### src/kse_pkg.sv
package kse_pkg;

    // Keyword sequence
    localparam int NUM_KEYWORDS = 5;
    localparam int KW_TABLE     = 5;
    localparam int KW_MAXLEN    = 26;
    localparam int KW_NUM_W     = 3;
    localparam int POS_W        = 5;

    localparam logic [7:0] QUOTE = 8'h22;

    // Output queue
    localparam int FIFO_DEPTH = 4;
    localparam int PTR_W      = 2;
    localparam int CNT_W      = 3;

    typedef enum logic [1:0] {
        MODE_MATCH,
        MODE_SEEK,
        MODE_VALUE,
        MODE_DONE
    } t_mode;

    typedef enum logic [1:0] {
        KIND_BYTE,
        KIND_END,
        KIND_ALL_FOUND,
        KIND_INCOMPLETE
    } t_kind;

    typedef struct packed {
        logic [7:0] data_byte;
        logic       first_of_file;
        logic       last_of_file;
    } t_in_item;

    typedef struct packed {
        t_kind      result_kind;
        logic [1:0] field_index;
        logic [7:0] value_byte;
    } t_out_item;

    // Keyword text, right aligned: character 0 sits in the highest used byte
    localparam logic [KW_MAXLEN*8-1:0] KW_TEXT [KW_TABLE] = '{
        "p:encryptedKey",
        "spinCount",
        "saltValue",
        "encryptedVerifierHashInput",
        "encryptedVerifierHashValue"
    };

    localparam logic [POS_W-1:0] KW_LEN [KW_TABLE] = '{
        5'd14, 5'd9, 5'd9, 5'd26, 5'd26
    };

    // Character at position pos of keyword sel (pos below its length)
    function automatic logic [7:0] kw_char(input logic [KW_NUM_W-1:0] sel,
                                           input logic [POS_W-1:0]    pos);
        logic [POS_W-1:0] idx;
        idx = KW_LEN[sel] - 5'd1 - pos;
        return KW_TEXT[sel][{idx, 3'b000} +: 8];
    endfunction

endpackage

### src/keyword_sequence_value_extractor.sv
// Channel  | Direction | Handshake                  | Payload
// ---------+-----------+----------------------------+-----------------------------
// in       | input     | i_in_valid / o_in_stall    | i_in_data  (t_in_item)
// out      | output    | o_out_valid / i_out_stall  | o_out_data (t_out_item)
//
// One byte is taken per cycle; its results land in a 4-entry output queue on
// the same edge and are offered from the next cycle, one per cycle.
// A byte yields at most two results, so input stalls while fewer than two
// queue slots are free; sustained rate is one byte per cycle unless the
// output side stalls or bytes with two results fill the queue.
// Reset (synchronous, i_rst_n low) clears queue and scan; first_of_file restarts only the scan.
module keyword_sequence_value_extractor (
    input  logic                i_clk,
    input  logic                i_rst_n,
    input  logic                i_in_valid,
    input  kse_pkg::t_in_item   i_in_data,
    output logic                o_in_stall,
    output logic                o_out_valid,
    output kse_pkg::t_out_item  o_out_data,
    input  logic                i_out_stall
);

    localparam logic [kse_pkg::KW_NUM_W-1:0] KW_LAST =
        kse_pkg::KW_NUM_W'(kse_pkg::KW_TABLE - 1);
    localparam logic [kse_pkg::KW_NUM_W:0] KW_END =
        (kse_pkg::KW_NUM_W + 1)'(kse_pkg::NUM_KEYWORDS);

    // Scan state
    kse_pkg::t_mode                  r_mode, n_mode, eff_mode;
    logic [kse_pkg::KW_NUM_W-1:0]    r_kw, n_kw, eff_kw;
    logic [kse_pkg::POS_W-1:0]       r_pos, n_pos, eff_pos;

    // Output queue
    kse_pkg::t_out_item              r_fifo [kse_pkg::FIFO_DEPTH];
    logic [kse_pkg::PTR_W-1:0]       r_wr_ptr, r_rd_ptr;
    logic [kse_pkg::CNT_W-1:0]       r_count;

    logic                            in_accept, out_pop;
    logic [kse_pkg::KW_NUM_W-1:0]    sel;
    logic [kse_pkg::POS_W-1:0]       len, pos_c, pos_inc;
    logic                            hit, quote, all_found;
    logic                            res_vld, inc_vld;
    kse_pkg::t_out_item              res_item, inc_item;
    logic [1:0]                      n_push;

    assign in_accept   = i_in_valid && !o_in_stall;
    assign o_in_stall  = r_count > kse_pkg::CNT_W'(kse_pkg::FIFO_DEPTH - 2);
    assign o_out_valid = r_count != '0;
    assign o_out_data  = r_fifo[r_rd_ptr];
    assign out_pop     = o_out_valid && !i_out_stall;

    // Keyword compare and scan next state
    always_comb begin
        eff_mode  = i_in_data.first_of_file ? kse_pkg::MODE_MATCH : r_mode;
        eff_kw    = i_in_data.first_of_file ? '0 : r_kw;
        eff_pos   = i_in_data.first_of_file ? '0 : r_pos;
        sel       = (eff_kw > KW_LAST) ? KW_LAST : eff_kw;
        len       = kse_pkg::KW_LEN[sel];
        pos_c     = (eff_pos >= len) ? '0 : eff_pos;
        pos_inc   = pos_c + 5'd1;
        hit       = i_in_data.data_byte == kse_pkg::kw_char(sel, pos_c);
        quote     = i_in_data.data_byte == kse_pkg::QUOTE;
        all_found = ({1'b0, eff_kw} + 4'd1) >= KW_END;
        n_mode    = eff_mode;
        n_kw      = eff_kw;
        n_pos     = eff_pos;
        case (eff_mode)
            kse_pkg::MODE_MATCH: begin
                if (!hit) begin
                    n_pos = '0;
                end else if (pos_inc == len) begin
                    n_pos = '0;
                    if (eff_kw == '0) begin
                        n_kw = 3'd1;
                    end else begin
                        n_mode = kse_pkg::MODE_SEEK;
                    end
                end else begin
                    n_pos = pos_inc;
                end
            end
            kse_pkg::MODE_SEEK: begin
                if (quote) begin
                    n_mode = kse_pkg::MODE_VALUE;
                end
            end
            kse_pkg::MODE_VALUE: begin
                if (quote) begin
                    if (all_found) begin
                        n_mode = kse_pkg::MODE_DONE;
                    end else begin
                        n_kw   = eff_kw + 3'd1;
                        n_pos  = '0;
                        n_mode = kse_pkg::MODE_MATCH;
                    end
                end
            end
            default: begin
            end
        endcase
    end

    // Results of the current byte
    always_comb begin
        res_vld              = eff_mode == kse_pkg::MODE_VALUE;
        res_item.field_index = 2'(eff_kw - 3'd1);
        if (!quote) begin
            res_item.result_kind = kse_pkg::KIND_BYTE;
            res_item.value_byte  = i_in_data.data_byte;
        end else begin
            res_item.result_kind = all_found ? kse_pkg::KIND_ALL_FOUND : kse_pkg::KIND_END;
            res_item.value_byte  = '0;
        end
        inc_vld              = i_in_data.last_of_file && (n_mode != kse_pkg::MODE_DONE);
        inc_item.result_kind = kse_pkg::KIND_INCOMPLETE;
        inc_item.field_index = '0;
        inc_item.value_byte  = '0;
        n_push               = in_accept ? (2'(res_vld) + 2'(inc_vld)) : 2'd0;
    end

    // Scan state registers
    always_ff @(posedge i_clk) begin
        if (!i_rst_n) begin
            r_mode <= kse_pkg::MODE_MATCH;
            r_kw   <= '0;
            r_pos  <= '0;
        end else if (in_accept) begin
            r_mode <= n_mode;
            r_kw   <= n_kw;
            r_pos  <= n_pos;
        end
    end

    // Queue storage; no reset on payload
    always_ff @(posedge i_clk) begin
        if (in_accept) begin
            if (res_vld) begin
                r_fifo[r_wr_ptr] <= res_item;
                if (inc_vld) begin
                    r_fifo[r_wr_ptr + 2'd1] <= inc_item;
                end
            end else if (inc_vld) begin
                r_fifo[r_wr_ptr] <= inc_item;
            end
        end
    end

    // Queue pointers and fill count
    always_ff @(posedge i_clk) begin
        if (!i_rst_n) begin
            r_wr_ptr <= '0;
            r_rd_ptr <= '0;
            r_count  <= '0;
        end else begin
            r_wr_ptr <= r_wr_ptr + n_push;
            if (out_pop) begin
                r_rd_ptr <= r_rd_ptr + 2'd1;
            end
            r_count <= r_count + kse_pkg::CNT_W'(n_push) - kse_pkg::CNT_W'(out_pop);
        end
    end

`ifndef ASSERT_OFF
    a_count_bound: assert property (@(posedge i_clk) disable iff (!i_rst_n)
        r_count <= kse_pkg::CNT_W'(kse_pkg::FIFO_DEPTH))
        else $error("output queue overfilled");

    a_accept_room: assert property (@(posedge i_clk) disable iff (!i_rst_n)
        in_accept |-> r_count <= kse_pkg::CNT_W'(kse_pkg::FIFO_DEPTH - 2))
        else $error("byte taken without room for two results");

    a_pop_only: assert property (@(posedge i_clk) disable iff (!i_rst_n)
        (out_pop && n_push == 2'd0) |=> r_count == $past(r_count) - 3'd1)
        else $error("fill count did not drop on pop");

    a_value_kw: assert property (@(posedge i_clk) disable iff (!i_rst_n)
        (r_mode == kse_pkg::MODE_SEEK || r_mode == kse_pkg::MODE_VALUE) |-> r_kw != '0)
        else $error("value phase entered on anchor keyword");

    a_done_kw: assert property (@(posedge i_clk) disable iff (!i_rst_n)
        r_mode == kse_pkg::MODE_DONE |-> ({1'b0, r_kw} + 4'd1) >= KW_END)
        else $error("done before last keyword");
`endif

endmodule

### config.mk
export PLATFORM = sky130hd
export DESIGN_NAME = keyword_sequence_value_extractor
export DESIGN_NICKNAME = d
export VERILOG_FILES = /design/src/kse_pkg.sv /design/src/keyword_sequence_value_extractor.sv
export SDC_FILE = /design/constraint.sdc
export NUM_CORES = 1
export LEC_CHECK = 0
export ABC_CLOCK_PERIOD_IN_PS = 9600
export BUFFER_PORTS_ARGS = -buffer_cell sky130_fd_sc_hd__buf_2
export CORE_MARGIN = 2
export CORE_UTILIZATION = 45
export DETAILED_ROUTE_END_ITERATION = 8
export GPL_ROUTABILITY_DRIVEN = 0
export REMOVE_ABC_BUFFERS = 1
export SLEW_MARGIN = 20
export SYNTH_ARGS = -nofsm -noshare
export SYNTH_HDL_FRONTEND = slang
export SYNTH_SLANG_ARGS = --single-unit
### constraint.sdc
create_clock -name i_clk -period 9.6 [get_ports i_clk]
set_clock_uncertainty 0.15 [all_clocks]
set_input_delay 0.96 -clock i_clk [delete_from_list [all_inputs] [get_ports i_clk]]
set_output_delay 0.96 -clock i_clk [all_outputs]
set_load 0.02 [all_outputs]
==> summary.txt <==
result of the run: completed
total negative setup slack: 0 ns
hold bufs inserted after CTS: 0
top post-synthesis cells by count: sky130_fd_sc_hd__nand2_1 (105), sky130_fd_sc_hd__dfxtp_1 (67), sky130_fd_sc_hd__a21oi_1 (58)
total power per unit cell area: 227 nW/um^2
Core Footprint: 10200 sq um
sinks on the clock net: 67
mean area per synthesized cell: 7.76 sq um
number of detailed-route iterations in the first pass: 5
class of the tightest hold or removal check: flip-flop to flip-flop
dominant register cell in the synthesized netlist: sky130_fd_sc_hd__dfxtp_1
element type at the critical path start: input pin
area taken by flip-flops and latches: 1340 sq um
relative area change from synthesis to final layout: 9.42%
number of buffers created by CTS: 9
fraction of final layout cells with drive strength greater than 1: 13.2%
DRC: 0
area leader, netlist: sky130_fd_sc_hd__dfxtp_1
data required time at the worst endpoint: 9.70 ns
Overall Global Routing Usage: 24.9%
Largest stage delay, worst path: 0.64 ns
share of synthesized flip-flops with an asynchronous set or reset: 0%
Buf/Inv on CP: 8
die span in y: 106 um
met1 Resource Use GR: 35.6%
GRT met2 Usage: 38.0%
routed length per placed instance: 18.0 um
clk root buf: sky130_fd_sc_hd__clkbuf_8
synthesized instance count: 604
highest attainable clock frequency: 112 MHz
total grt overflow: 0
data arrival time at the worst-slack endpoint: 9.04 ns
CTS H-Tree Depth: 3
number of enable flip-flop cells after synthesis: 0
width of the chip: 106 um
number of library cell types mapped by synthesis: 67
endpoint kind of the worst setup timing path: flip-flop
setup repair after global routing missed its margin: false
antenna violations before repair: 0
Fillers: 999
ANT cells: 0
Slew Limit Headroom: 34.6%
Max clock buf depth: 2
endpoints failing hold: 0
cell area after synthesis: 4690 sq um
clock transition at the register clock pins on the worst setup and hold paths after CTS: 0.08 ns
area used by multi-input combinational logic: 3090 sq um
critical path fanouts, max: 13
share of the cycle needed by the critical path after routing: 93.2%
final number of setup-violating endpoints: 0
cell with the most instances after synthesis: sky130_fd_sc_hd__nand2_1
area of the die: 11200 sq um
Critical Setup Path Class: input pin to flip-flop
Detail Placement HPWL: 9.62 mm
1st-iter DRT viols: 339
post-layout minimum cycle time: 8.94 ns
number of global-route vias before repair: 4309
maximum number of pins on one net before global-route repair: 26
number of nets in the finished design: 653
Final Max Tran Viols: 0
top cells by area in the synthesized netlist: sky130_fd_sc_hd__dfxtp_1 (29%), sky130_fd_sc_hd__nand2_1 (8.4%), sky130_fd_sc_hd__a21oi_1 (6.2%)
starting utilization of the core area: 45.8%
final routed wirelength across all metal layers: 13.6 mm
Critical Path Slowest Stage Cell: sky130_fd_sc_hd__fa_1
Most Frequent Cell on Critical Path: sky130_fd_sc_hd__ha_1
post-route antenna net violation count: 0
clock tree from TritonCTS: yes
actual slew at the worst max-slew pin: 0.978 ns
number of rows in the core area: 37
number of I/O port buffers: 27
kind of cell with the highest combined delay on the critical path: simple AND/OR/NAND/NOR gates
routed vias/inst: 6.01
wire length of the first global-routing pass: 22.3 mm
Clk Latency, worst-skew pair: 0.36 ns
total I/O pin count: 28
Leak: 2.02 nW
Syn. warnings: 0
flops & latches, synth: 67
count of vias placed by the detailed router: 4541
proportion of synthesized chip area in sequential cells: 28.6%
placement-stage cell area: 4920 sq um
grt peak-use layer: met2
final cell area excluding filler cells: 5130 sq um
fraction of met3 tracks used by global routing: 5.27%
fraction of synthesized cell area taken by the top area cell type: 28.6%
Max VDD drop: 0.123 mV
number of maximum-capacitance constraint violations: 0
power breakdown:
part           switching, mW  leakage, nW  internal (mW)
Clock                  0.120       0.0962          0.122
Combinational          0.269         1.38          0.217
Sequential            0.0671        0.551          0.370
Total                  0.457         2.02          0.709
final cells by class:
cell class,count,share of cell area (%)
Clock buffer,9,2.42
Clock inverter,7,1.49
Inverter,28,2.05
Multi-Input combinational cell,469,60.2
Sequential cell,67,26.2
Tap cell,136,3.32
Timing Repair Buffer,39,4.39
worst paths after layout:
kind / from / to / slack, ns / cells past startpoint
worst max register to register: r_kw[0] / r_count[2] / 0.80 / 37
worst max-delay path: i_in_data[1] / r_count[2] / 0.66 / 38
worst min register to register: r_fifo[3][8] / r_fifo[3][8] / 0.30 / 2
worst min-delay path: r_fifo[3][8] / r_fifo[3][8] / 0.30 / 2
repair_timing:
item | in CTS | in global routing
gates resized for setup | 0 | 1
setup endpoints to repair | 0 | 1
setup buffers | 0 | 0
worst reg2reg max path: cells and delay by family (launching register included):
kind	cells	cell delay, ns
AOI/OAI and AO/OA	5	1.37
xor gates and xnor gates	2	0.28
adders and majority gates	9	2.66
buffers and inverters	7	0.70
DFF	1	0.51
and+or+nand+nor	14	3.05
per-layer routing:
layer	share of wire, %	up-vias	wire length (um)
met5	0	-	0
met3	6.6	19	903
met1	47	2175	6390
met2	45	169	6100
li1	-	2178	-
met4	1.4	0	188
registers in the layout (all words and copies together) (netlist names), named ones only:
signal / cells
r_count: 3
r_fifo: 48
r_kw: 3
r_mode: 2
r_pos: 5
r_rd_ptr: 2
r_wr_ptr: 2
logic make-up after synthesis:
group / count (synthesis) / synth area share, %
simple gates: 249 / 24.8
compound gates: 161 / 23.4
buf+inv: 68 / 5.61
flops: 67 / 28.6
fa+ha+maj: 25 / 6.99
xor+xnor: 18 / 3.95
mux: 16 / 6.62
through the flow:
step | hold WS [ns] | setup WS (ns) | power, mW | cells | utilization, %
detailed placement | 0.297 | 0.237 | 0.925 | 739 | 48.1
floorplan | 0.277 | 0.660 | 0.782 | 564 | -
finish | 0.305 | 0.657 | 1.17 | 755 | 50.1
CTS | 0.308 | 0.613 | 1.17 | 755 | 50.1
global placement | 0.289 | 0.568 | 0.915 | 739 | 48.1
global route | 0.325 | 0.0682 | 1.25 | 755 | 50.1
placed cells by master, fill, tap and decap left out, types with 6 or more instances in the layout:
cell / count
sky130_fd_sc_hd__nand2_1: 105
sky130_fd_sc_hd__xnor2_1: 10
sky130_fd_sc_hd__or3_1: 8
sky130_fd_sc_hd__mux4_2: 12
sky130_fd_sc_hd__nand2b_1: 6
sky130_fd_sc_hd__nor2_1: 41
sky130_fd_sc_hd__and2_1: 13
sky130_fd_sc_hd__dfxtp_1: 67
sky130_fd_sc_hd__nand3_1: 31
sky130_fd_sc_hd__o21ai_0: 18
sky130_fd_sc_hd__xor2_1: 6
sky130_fd_sc_hd__buf_4: 12
sky130_fd_sc_hd__inv_1: 27
sky130_fd_sc_hd__a21oi_1: 58
sky130_fd_sc_hd__buf_2: 27
sky130_fd_sc_hd__a211o_1: 10
sky130_fd_sc_hd__o211ai_1: 9
sky130_fd_sc_hd__clkbuf_8: 9
sky130_fd_sc_hd__ha_1: 23
sky130_fd_sc_hd__nor3_1: 12
sky130_fd_sc_hd__nor2b_1: 12
Power figures use the tool's default switching activity.
